[src/sv/multi_stack_shared_array_unit_assert.svh]
// ----------------------------------------------------------------------------
// Assertion macros
// Shared assertion helpers for the multi-stack shared array unit.
// ----------------------------------------------------------------------------
`ifndef MULTI_STACK_SHARED_ARRAY_UNIT_ASSERT_SVH
`define MULTI_STACK_SHARED_ARRAY_UNIT_ASSERT_SVH

// Checks a property on every rising clock edge outside reset.
`define MSSA_ASSERT(lbl, clk, rstn, prop, msg) \
  lbl: assert property (@(posedge clk) disable iff (!rstn) prop) else $error(msg);

// Checks that a condition never holds outside reset.
`define MSSA_ASSERT_NEVER(lbl, clk, rstn, cond, msg) \
  `MSSA_ASSERT(lbl, clk, rstn, !(cond), msg)

`endif

[src/sv/mssa_pkg.sv]
// ----------------------------------------------------------------------------
// Multi-stack shared array package
// Sizes, codes and control types shared by the multi-stack shared array unit.
// ----------------------------------------------------------------------------
package mssa_pkg;

  localparam int NUM_STACKS   = 3;
  localparam int MAX_CAPACITY = 64;
  localparam int DATA_WIDTH   = 32;

  localparam int STORE_DEPTH = NUM_STACKS * MAX_CAPACITY;
  localparam int ADDR_W      = $clog2(STORE_DEPTH);
  localparam int CNT_W       = $clog2(MAX_CAPACITY + 1);
  localparam int SIDX_W      = $clog2(NUM_STACKS);

  localparam int OP_W     = 2;
  localparam int SEL_W    = 2;
  localparam int VAL_W    = 32;
  localparam int STATUS_W = 2;
  localparam int CFG_W    = 7;

  typedef enum logic [OP_W-1:0] {
    OP_PUSH = 2'd0,
    OP_POP  = 2'd1,
    OP_PEEK = 2'd2,
    OP_NOP  = 2'd3
  } op_e;

  localparam logic [STATUS_W-1:0] STAT_DONE  = 2'd0;
  localparam logic [STATUS_W-1:0] STAT_FULL  = 2'd1;
  localparam logic [STATUS_W-1:0] STAT_EMPTY = 2'd2;

  typedef struct packed {
    logic load_in;
    logic exec;
    logic load_out;
  } cmd_t;

endpackage

[src/sv/mssa_ctrl.sv]
// ----------------------------------------------------------------------------
// Multi-stack controller
// Sequences each transaction through accept, memory access and result load,
// and owns the handshake of both stream sides.
// ----------------------------------------------------------------------------
`include "multi_stack_shared_array_unit_assert.svh"

module mssa_ctrl
  import mssa_pkg::*;
(
  input  logic clk_i,
  input  logic rst_ni,
  input  logic in_valid_i,
  output logic in_ready_o,
  output logic out_valid_o,
  input  logic out_ready_i,
  output cmd_t cmd_o
);

  typedef enum logic [1:0] {
    S_IDLE,
    S_EXEC,
    S_RESP
  } state_e;

  state_e state_q;
  logic   out_valid_q;
  logic   out_free;

  assign out_free   = !out_valid_q || out_ready_i;
  assign in_ready_o = (state_q == S_IDLE);
  assign out_valid_o = out_valid_q;

  always_comb begin
    cmd_o          = '0;
    cmd_o.load_in  = (state_q == S_IDLE) && in_valid_i;
    cmd_o.exec     = (state_q == S_EXEC);
    cmd_o.load_out = (state_q == S_RESP) && out_free;
  end

  always_ff @(posedge clk_i or negedge rst_ni) begin
    if (!rst_ni) begin
      state_q     <= S_IDLE;
      out_valid_q <= 1'b0;
    end else begin
      if (cmd_o.load_out) begin
        out_valid_q <= 1'b1;
      end else if (out_valid_q && out_ready_i) begin
        out_valid_q <= 1'b0;
      end
      case (state_q)
        S_IDLE: begin
          if (in_valid_i) begin
            state_q <= S_EXEC;
          end
        end
        S_EXEC: begin
          state_q <= S_RESP;
        end
        S_RESP: begin
          if (out_free) begin
            state_q <= S_IDLE;
          end
        end
        default: begin
          state_q <= S_IDLE;
        end
      endcase
    end
  end

  `MSSA_ASSERT(a_accept_exec, clk_i, rst_ni,
               (in_valid_i && in_ready_o) |=> (state_q == S_EXEC),
               "Accepted transaction did not reach the access step.")
  `MSSA_ASSERT_NEVER(a_no_overwrite, clk_i, rst_ni,
                     cmd_o.load_out && out_valid_q && !out_ready_i,
                     "Pending result overwritten.")
  `MSSA_ASSERT(a_out_hold, clk_i, rst_ni,
               (out_valid_o && !out_ready_i) |=> out_valid_o,
               "Pending result dropped before it was taken.")

endmodule

[config.mk]
export PLATFORM = sky130hd
export DESIGN_NAME = mssa_ctrl
export DESIGN_NICKNAME = d
export VERILOG_FILES = /design/src/sv/mssa_pkg.sv /design/src/sv/mssa_ctrl.sv
export VERILOG_INCLUDE_DIRS = /design/src /design/src/sv
export SDC_FILE = /design/constraint.sdc
export NUM_CORES = 1
export LEC_CHECK = 0
export BUFFER_PORTS_ARGS = -buffer_cell sky130_fd_sc_hd__buf_2
export CORE_AREA = 4 4 41 43
export CTS_CLUSTER_DIAMETER = 60
export DETAILED_ROUTE_END_ITERATION = 8
export DIE_AREA = 0 0 45 47
export PLACE_DENSITY = 0.39
export SYNTH_ARGS = -nofsm -noshare
export SYNTH_HDL_FRONTEND = slang
export SYNTH_SLANG_ARGS = --single-unit
[constraint.sdc]
create_clock -name clk_i -period 1.29 [get_ports clk_i]
set_clock_uncertainty 0.05 [all_clocks]
set_input_delay 0.1935 -clock clk_i [delete_from_list [all_inputs] [get_ports clk_i]]
set_output_delay 0.1935 -clock clk_i [all_outputs]
set_load 0.01 [all_outputs]
# == Yosys cells after proc, flatten, opt, wreduce, memory -nomap -nowiden ==
# Cells that the tools add are included.
# word_totals
reg_bits,3
latch_bits,0
ram_bits,0
rom_bits,0
out_inout_bits,5
elab_cells,19
n_memories,0
# classes
n_addsub,0
multipliers,0
n_div,0
magnitude_cmp,0
eq_ne,4
shift,0
muxes,5
n_bitwise,0
n_reduce_logical,8
# op_table
cell,count
$pmux 2 s3,1
$mux 2,2
$ne 2x2->1 const B,2
$logic_and 1x1->1,3
$eq 2x1->1 const B,1
$eq 2x2->1 const B,1
$logic_not 2->1,1
$mux 1,2
$reduce_and 2->1,1
$reduce_bool 2->1,1
$logic_not 1->1,1
$logic_or 1x1->1,1

# == Logic depth before layout (Yosys ltp) ==
# Gate-level depths: netlist of the first run.
# logic_depth
ltp_word,4
ltp_mapped,2
depth_no_buf,2

# == Worst setup path before layout of the first run ==
# OpenSTA, ideal clock, no wires.
# synth_path
kind,flip-flop to output port
from,register state_q[1]
to,output port cmd_o[2] in the netlist's numbering
t_arrival_ns,0.756
setup_slack_ns,0.291
path_stages_with_launch,3
n_path_buf,0
path_cell_list,dfrtp_1 nor2_2 and2_1
# synth_lines
element,line_no,rtl
"start, declared",mssa_ctrl.sv:26,state_e state_q;
"start signal, assigned",mssa_ctrl.sv:43,state_q <= S_IDLE;
"start signal, assigned",mssa_ctrl.sv:54,state_q <= S_EXEC;
"start signal, assigned",mssa_ctrl.sv:58,state_q <= S_RESP;
"end, declared",mssa_ctrl.sv:17,output cmd_t cmd_o

==> out/results.tsv, run 1 <==
metric	value	unit
ios	9	
synthSimpleGateAreaFrac	37.7	%
place_congestion	0.590	
drc_errors	0	
antenna_cells	0	
nets	32	
clockBufferDepth	2	
regArea	76.3	um2
worst_pin_slew	0.148	ns
ant_nets	0	
ys_types	8	
fin_hold_ws	0.136	ns
path_class	flop to primary output	
synth.avg_cell_area	11.1	um2
clk_pin_slew	0.04	ns
place.port_buffers	8	
outcome	completed	
fillers	158	
grtUsageTotal	4.60	%
cts_inserted_buffers	3	
initial_core_util	10.2	%
crit_fanout	3	
yosysTopAreaCell	dfrtp_1	
die_area	2120	um2
synthCells	12	
antenna_found_initial	0	
layout-drive-gt1-share	70.4	%
setup_violations	0	
ys_ff_latch	3	
overflow	0	
synth.area.top_cells	dfrtp_1, and2_1, nand2b_1, nor2b_2, o21bai_1	
synth_compound_area_share	5.66	%
syn_to_final_growth	104	%
synth_warnings	0	
tritoncts	built	
synth.area.mux_share	0	%
max_freq	780	MHz
min_period	1.28	ns
total_power	550	uW
powerDensity	2030	nW/um2
hold_violations	0	
ctsRootBufferMaster	clkbuf_4	
grt_pass1_wl	586	um
synth_top_family_by_area	simple AND/OR/NAND/NOR gates	
cp-end-kind	primary output	
fp.coreArea	1300	um2
rsz0062_at_grt	true	
grt_max_degree	4	
clk_latency	0.23	ns
crit_required	1.05	ns
first_iter_violations	5	
synth_xor_area_share	0	%
die_h	47	um
viasPerCell	3.24	
avgRoutedWirePerCell	9.31	um
slew_headroom	90.1	%
final_cell_mix	buf_2, clkbuf_4, buf_4	
leakage	0.000135	uW
grt_pass1_vias	144	
finalCritPeriodShare	99.4	%
synth.cell_area	133	um2
multi_input_area	75.1	um2
synth_adder_area_share	0	%
routed_wl	391	um
ir_drop	0.750	mV
synthesis.nets	16	
maxSlewViolCount	0	
hpwl	251	um
die_w	45	um
yosysSeqAreaShare	56.6	%
cap_viol_max_count	0	
cts_sinks	3	
dr.pass1.iters	2	
synth.top_cell.area_share	56.6	%
vias	136	
rows	13	
cp-start-kind	flop	
hold_class	input port to flop	
crit_arrival	1.04	ns
cts.htree.levels	1	
final_common_cell	buf_2	
final.setup.tns	0	ns
per-layer routing:
layer	GRT usage [%]	routed length (um)
met1	4.82	182
met2	4.24	149
met5	0	0
met3	6.13	60
met4	3.51	0
report_power, final:
part / internal (uW) / switching, uW
clock: 116 / 47.4
combinational: 132 / 92.2
sequential: 127 / 35.8
area by class of cell:
type                            count  share of cell area (%)
Tap cell                           15                    6.94
Multi-Input combinational cell      9                    27.8
Clock buffer                        4                    9.72
Timing Repair Buffer               11                    27.3
Sequential cell                     3                    28.2
synthesized netlist by cell type:
library cell / count
nor2b_2: 1
and2_1: 2
nand2b_1: 2
nor2_2: 1
nor2b_1: 1
dfrtp_1: 3
nand2_1: 1
o21bai_1: 1
final timing paths:
kind,start,endpoint,slack (ns),cells past startpoint
min,in_valid_i,state_q[0],0.14,2
max in group asynchronous,rst_ni,state_q[1],0.81,2
min reg2reg,out_valid_o,out_valid_o,0.48,2
max,state_q[0],cmd_o[0],0.007,3
max reg2reg,state_q[0],state_q[1],0.34,3
min in group asynchronous,rst_ni,state_q[0],0.25,2
kinds of logic (layout without fill, tap and decap cells):
logic type / count (synthesis) / count (layout)
simple gates: 8 / 8
flops: 3 / 3
compound gates: 1 / 1
buf+inv: 0 / 15
per-stage QoR:
stage | setup slack, ns | std cells | utilization [%] | area (um2)
after global routing | -0.0483 | 42 | 20.8 | 270
after floorplan | 0.291 | 12 | - | 133
final | 0.00742 | 42 | 20.8 | 270
after global placement | 0.258 | 35 | 14.7 | 191
after detailed placement | 0.228 | 35 | 14.7 | 191
after CTS | -0.0229 | 40 | 17.5 | 228
timing repair:
item / 4_1_cts / 5_1_grt
setup buffers: 0 / 2
cloned: 0 / 0
gates resized for setup: 0 / 7
hold buffers: 1 / 0
pin swaps: 0 / 2
setup endpoints to repair: 1 / 2
hold endpoints to repair: 3 / 0
sequential cells by signal (all words and copies together) (netlist names):
signal and cells:
state_q 2, out_valid_o 1
critical path, stage by stage, from the launching register on:
cell and delay [ns]:
dfrtp_1 0.41, nand2b_4 0.17, nor2b_2 0.11, buf_2 0.13
(Power assumes the default switching activity.)
==> run 2: changes to the inputs <==
--- a/config.mk
+++ b/config.mk
@@ -13,3 +13,3 @@
 export DIE_AREA = 0 0 45 47
-export PLACE_DENSITY = 0.39
+export PLACE_DENSITY = 0.4
 export SYNTH_ARGS = -nofsm -noshare
==> constraint.sdc (replaced) <==
create_clock -name clk_i -period 1.1 [get_ports clk_i]
set_clock_uncertainty 0.05 [all_clocks]
set_input_delay 0.165 -clock clk_i [delete_from_list [all_inputs] [get_ports clk_i]]
set_output_delay 0.165 -clock clk_i [all_outputs]
set_load 0.005 [all_outputs]
==> run 2 against run 1 <==
  * The flow now finishes with violations (negative setup slack)
  * Via count decreased by 1.5%
  * Critical path type unchanged
  * Global-route usage shrank 0.079 points
  * Critical path depth is the same
  * Register-to-register slack worse by 0.27 ns
  * Non-clock buffer count is the same
  * Flip-flop and latch count unchanged
  * Clock power grew 16%
  * Routed wire length decreased by 1.3%
  * Final area fell by 5.1%
==> out/results.tsv, run 2 (same netlist as run 1, synthesis figures left out) <==
metric	value	unit	change
outcome	finished with violations		
violations	negative setup slack		
wl_met3	58	um	-3.3%
nets	32		unchanged
cts_inserted_buffers	3		unchanged
total_power	577	uW	+4.9%
layout-drive-gt1-share	63.0	%	-7.4 points
min_period	1.22	ns	
crit_required	0.88	ns	-0.17 ns
antenna_found_initial	0		unchanged
avgRoutedWirePerCell	9.19	um	-1.3%
ctsRootBufferMaster	clkbuf_4		
leakage	0.000130	uW	-4.1%
cts.htree.levels	1		unchanged
maxSlewViolCount	0		unchanged
finalCritPeriodShare	110	%	
crit_fanout	3		unchanged
hold_class	input port to flop		
fp.coreArea	1300	um2	unchanged
fillers	159		+0.63%
highest_layer	met3		
worst_pin_slew	0.152	ns	+0.00423 ns
worstHoldStart	in_valid_i		
first_iter_violations	1		-4
hold_violations	0		unchanged
final_common_cell	buf_2		
rows	13		unchanged
place.port_buffers	8		unchanged
syn_to_final_growth	93.4	%	
dr_wl_met2	148	um	-0.67%
top_register	state_q		
slew_headroom	89.8	%	-0.28 points
die_h	47	um	unchanged
grtUsageTotal	4.52	%	-0.079 points
cap_viol_max_count	0		unchanged
cp-end-kind	primary output		
viasPerCell	3.19		-1.5%
ir_drop	0.756	mV	+0.86%
ios	9		unchanged
grt_pass1_vias	146		+1.4%
final_cell_mix	buf_2, clkbuf_4, and2_1, dfrtp_1, buf_4		
die_w	45	um	unchanged
grt_max_degree	4		unchanged
max_freq	823	MHz	
dr.pass1.iters	2		unchanged
wl_met1	179	um	-1.6%
clockBufferDepth	2		unchanged
path_class	flop to primary output		
reg2reg_from	state_q[0]		
pre_cts_ws	0.113	ns	-0.115 ns
tritoncts	built		
antenna_cells	0		unchanged
worstSetupStartpoint	state_q[0]		
ant_nets	0		unchanged
die_area	2120	um2	unchanged
place_congestion	0.595		+0.95%
overflow	0		unchanged
grt_pass1_wl	558	um	-4.8%
drc_errors	0		unchanged
crit_arrival	1.00	ns	-0.04 ns
vias	134		-1.5%
clk_latency	0.23	ns	about the same
largest_reg_flops	2		unchanged
setup_slack	-0.115	ns	-0.123 ns
powerDensity	2250	nW/um2	+11%
rsz0062_at_grt	true		
setup_violations	3		+3
cp-start-kind	flop		
cts_sinks	3		unchanged
routed_wl	386	um	-1.3%
clk_pin_slew	0.03	ns	about the same
initial_core_util	10.2	%	unchanged
[run 2: cell count changes in the layout (fill, tap and decap cells not counted)]
cell | previous run | this run
buf_6 | 1 | 0
and2_1 | 1 | 2
buf_4 | 3 | 2
buf_2 | 6 | 8
nor2b_1 | 0 | 1
nor2b_2 | 2 | 1
and2_4 | 1 | 0
[run 2: metal layers]
metal	track usage [%]	vias up
li1	-	67
met1	4.13	58
met2	4.80	9
met3	6.13	0
met4	3.51	0
met5	0	-
[run 2: cell type report]
type	count	area, um2	share of cell area [%]
clock buffer	4	26.3	10.2
multi-input combinational	9	70.1	27.3
sequential	3	76.3	29.8
tap	15	18.8	7.32
timing repair buffer	11	65.1	25.4
[run 2: path summary, 6_finish.rpt]
path | slack, ns | cells after the start | endpoint
max in group asynchronous | 0.65 | 2 | state_q[1]
min | 0.10 | 2 | state_q[0]
min reg2reg | 0.49 | 2 | out_valid_o
min in group asynchronous | 0.23 | 2 | out_valid_o
max reg2reg | 0.07 | 3 | state_q[1]
max | -0.12 | 3 | cmd_o[0]
[run 2: critical path, stage by stage (launching register included)]
cell	delay [ns]
dfrtp_1	0.41
nand2b_4	0.16
nor2b_1	0.09
buf_2	0.12
[run 2: what timing repair did]
item / in CTS / in global routing
hold buffers: 1 / 0
buffers inserted: 1 / 1
setup endpoints to repair: 4 / 4
pin swaps: 2 / 0
resized for setup: 1 / 2
endpoints found under the hold margin: 3 / 0
[run 2: where the power goes]
group | switching [uW] | leakage (uW) | total [uW] | internal, uW
clock network | 53.5 | 0.0000150 | 189 | 136
registers | 42.6 | 0.0000371 | 191 | 148
logic | 75.1 | 0.0000776 | 196 | 121
total | 171 | 0.000130 | 577 | 406
[run 2: through the flow]
| stage | hold slack (ns) | cell area [um2] | TNS [ns] | instances | util (%) |
|---|---|---|---|---|---|
| 2_1_floorplan | -0.181 | 133 | 0 | 12 | - |
| 3_3_place_gp | -0.0889 | 191 | 0 | 35 | 14.7 |
| 3_5_place_dp | -0.0843 | 191 | 0 | 35 | 14.7 |
| 4_1_cts | 0.0967 | 243 | -0.328 | 41 | 18.7 |
| 5_1_grt | 0.107 | 256 | -0.575 | 42 | 19.7 |
| 6_report | 0.104 | 256 | -0.274 | 42 | 19.7 |
==> run 3: changes to the inputs <==
- PLACE_DENSITY: 0.4 -> default
==> run 3 against run 2 <==
  * The flow still finishes with violations (negative setup slack)
  * Critical path depth stayed put
  * Clock power hardly changed
  * Fmax is 0.73% lower
  * Power is 4.9% higher
  * Count of clock-buffer cells in the layout stayed put
  * Die area stayed put
  * Cell count is 2.4% higher
  * Register-to-register slack better by 0.06 ns
  * Critical endpoint is now cmd_o[2]
  * Largest power group unchanged
==> out/results.tsv, run 3 (same netlist as run 1, synthesis figures left out) <==
metric	value	unit	change
final_cell_mix	buf_2, clkbuf_4, buf_4		
worstHoldPathCells	2		unchanged
reg2reg_from	state_q[0]		
rsz0062_at_grt	true		
top_register	state_q		
die_h	47	um	unchanged
min_period	1.22	ns	+0.00897 ns
viasPerCell	3.28		+2.8%
path_class	flop to primary output		
fin_hold_ws	0.111	ns	+0.00716 ns
fin_cells	43		+2.4%
clk_latency	0.23	ns	about the same
hold_violations	0		unchanged
r2r_end	state_q[1]		
slew_headroom	92.1	%	+2.3 points
ir_drop	0.608	mV	-20%
maxSlewViolCount	0		unchanged
grt_max_degree	4		unchanged
endpoint	cmd_o[2]		
drc_errors	0		unchanged
die_w	45	um	unchanged
ios	9		unchanged
fillers	154		-3.1%
setup_slack	-0.124	ns	-0.00897 ns
crit_fanout	3		unchanged
die_area	2120	um2	unchanged
cp-start-kind	flop		
violations	negative setup slack		
rows	13		unchanged
fp.coreArea	1300	um2	unchanged
largest_reg_flops	2		unchanged
ant_nets	0		unchanged
hold_class	input port to flop		
reg2reg_slack	0.13	ns	+0.06 ns
setup_violations	4		+1
grt_pass1_vias	149		+2.1%
ctsRootBufferMaster	clkbuf_4		
place.port_buffers	8		unchanged
layout-drive-gt1-share	64.3	%	+1.3 points
nets	33		+3.1%
avgRoutedWirePerCell	8.51	um	-7.4%
first_iter_violations	2		+1
max_freq	817	MHz	-0.73%
outcome	finished with violations		
antenna_found_initial	0		unchanged
multi_input_area	65.1	um2	-7.1%
crit_arrival	1.01	ns	about the same
dr.pass1.iters	2		unchanged
cts.htree.levels	1		unchanged
grt_pass1_wl	614	um	+10%
syn_to_final_growth	100	%	
place_congestion	0.605		+1.6%
rr_worst_depth	3		unchanged
routed_wl	366	um	-5.2%
finalCritPeriodShare	111	%	+0.82 points
total_power	605	uW	+4.9%
tritoncts	built		
clk_pin_slew	0.04	ns	about the same
final_common_cell	buf_2		
powerDensity	2280	nW/um2	+1.5%
place_inst	35		unchanged
overflow	0		unchanged
hpwl	258	um	
regArea	76.3	um2	unchanged
crit_required	0.88	ns	about the same
initial_core_util	10.2	%	unchanged
cts_inserted_buffers	3		unchanged
clockBufferDepth	2		unchanged
cap_viol_max_count	0		unchanged
cts_sinks	3		unchanged
vias	141		+5.2%
worstSetupStartpoint	state_q[1]		
antenna_cells	0		unchanged
leakage	0.000135	uW	+4.3%
cp-end-kind	primary output		
worst_pin_slew	0.118	ns	-0.0340 ns
grtUsageTotal	4.68	%	+0.16 points
[run 3: report_power, final]
| part | leakage [uW] | internal [uW] | total, uW | switching, uW |
|---|---|---|---|---|
| logic | 0.0000832 | 150 | 233 | 83.8 |
| clock network | 0.0000150 | 136 | 191 | 55.3 |
| registers | 0.0000371 | 148 | 181 | 32.3 |
| total | 0.000135 | 434 | 605 | 171 |
[run 3: routing by layer]
metal / GRT usage (%) / part of all wire (%) / wire length, um
met5: 0 / 0 / 0
met4: 1.75 / 0 / 0
met3: 6.51 / 21 / 77
met2: 5.08 / 31 / 114
met1: 4.82 / 48 / 174
[run 3: cell type report]
cell class              instances  area share, %
repair buffers                 12           29.7
clock buffers                   4           9.91
well taps                      15           7.08
multi-input cells               9           24.5
flip-flops and latches          3           28.8
[run 3: metrics by stage]
stage	util, %	setup slack (ns)	setup TNS (ns)	area (um2)
detailed placement	14.7	0.106	0	191
global placement	14.7	0.111	0	191
floorplan	-	0.212	0	133
finish	20.4	-0.124	-0.325	265
CTS	19.2	-0.131	-0.378	250
global route	20.4	-0.181	-0.566	265
[run 3: worst max-delay path: stages (launching register included)]
cell	delay [ns]
dfrtp_2	0.43
nor2_2	0.10
and2_1	0.13
buf_2	0.11
[run 3: worst min-delay path by stage]
stage | start | to | slack (ns)
CTS | in_valid_i | state_q[0] | 0.10
floorplan | rst_ni | out_valid_o | -0.18
global placement | rst_ni | out_valid_o | -0.09
global route | in_valid_i | state_q[0] | 0.12
finish | in_valid_i | state_q[0] | 0.11
detailed placement | rst_ni | out_valid_o | -0.08
[run 3: timing repair]
item | in CTS | in global routing
hold buffers | 1 | 0
endpoints found under the setup margin | 4 | 4
pin swaps | 2 | 0
hold endpoints to repair | 3 | 0
gates cloned | 0 | 0
gates resized for setup | 3 | 0
setup buffers | 1 | 2
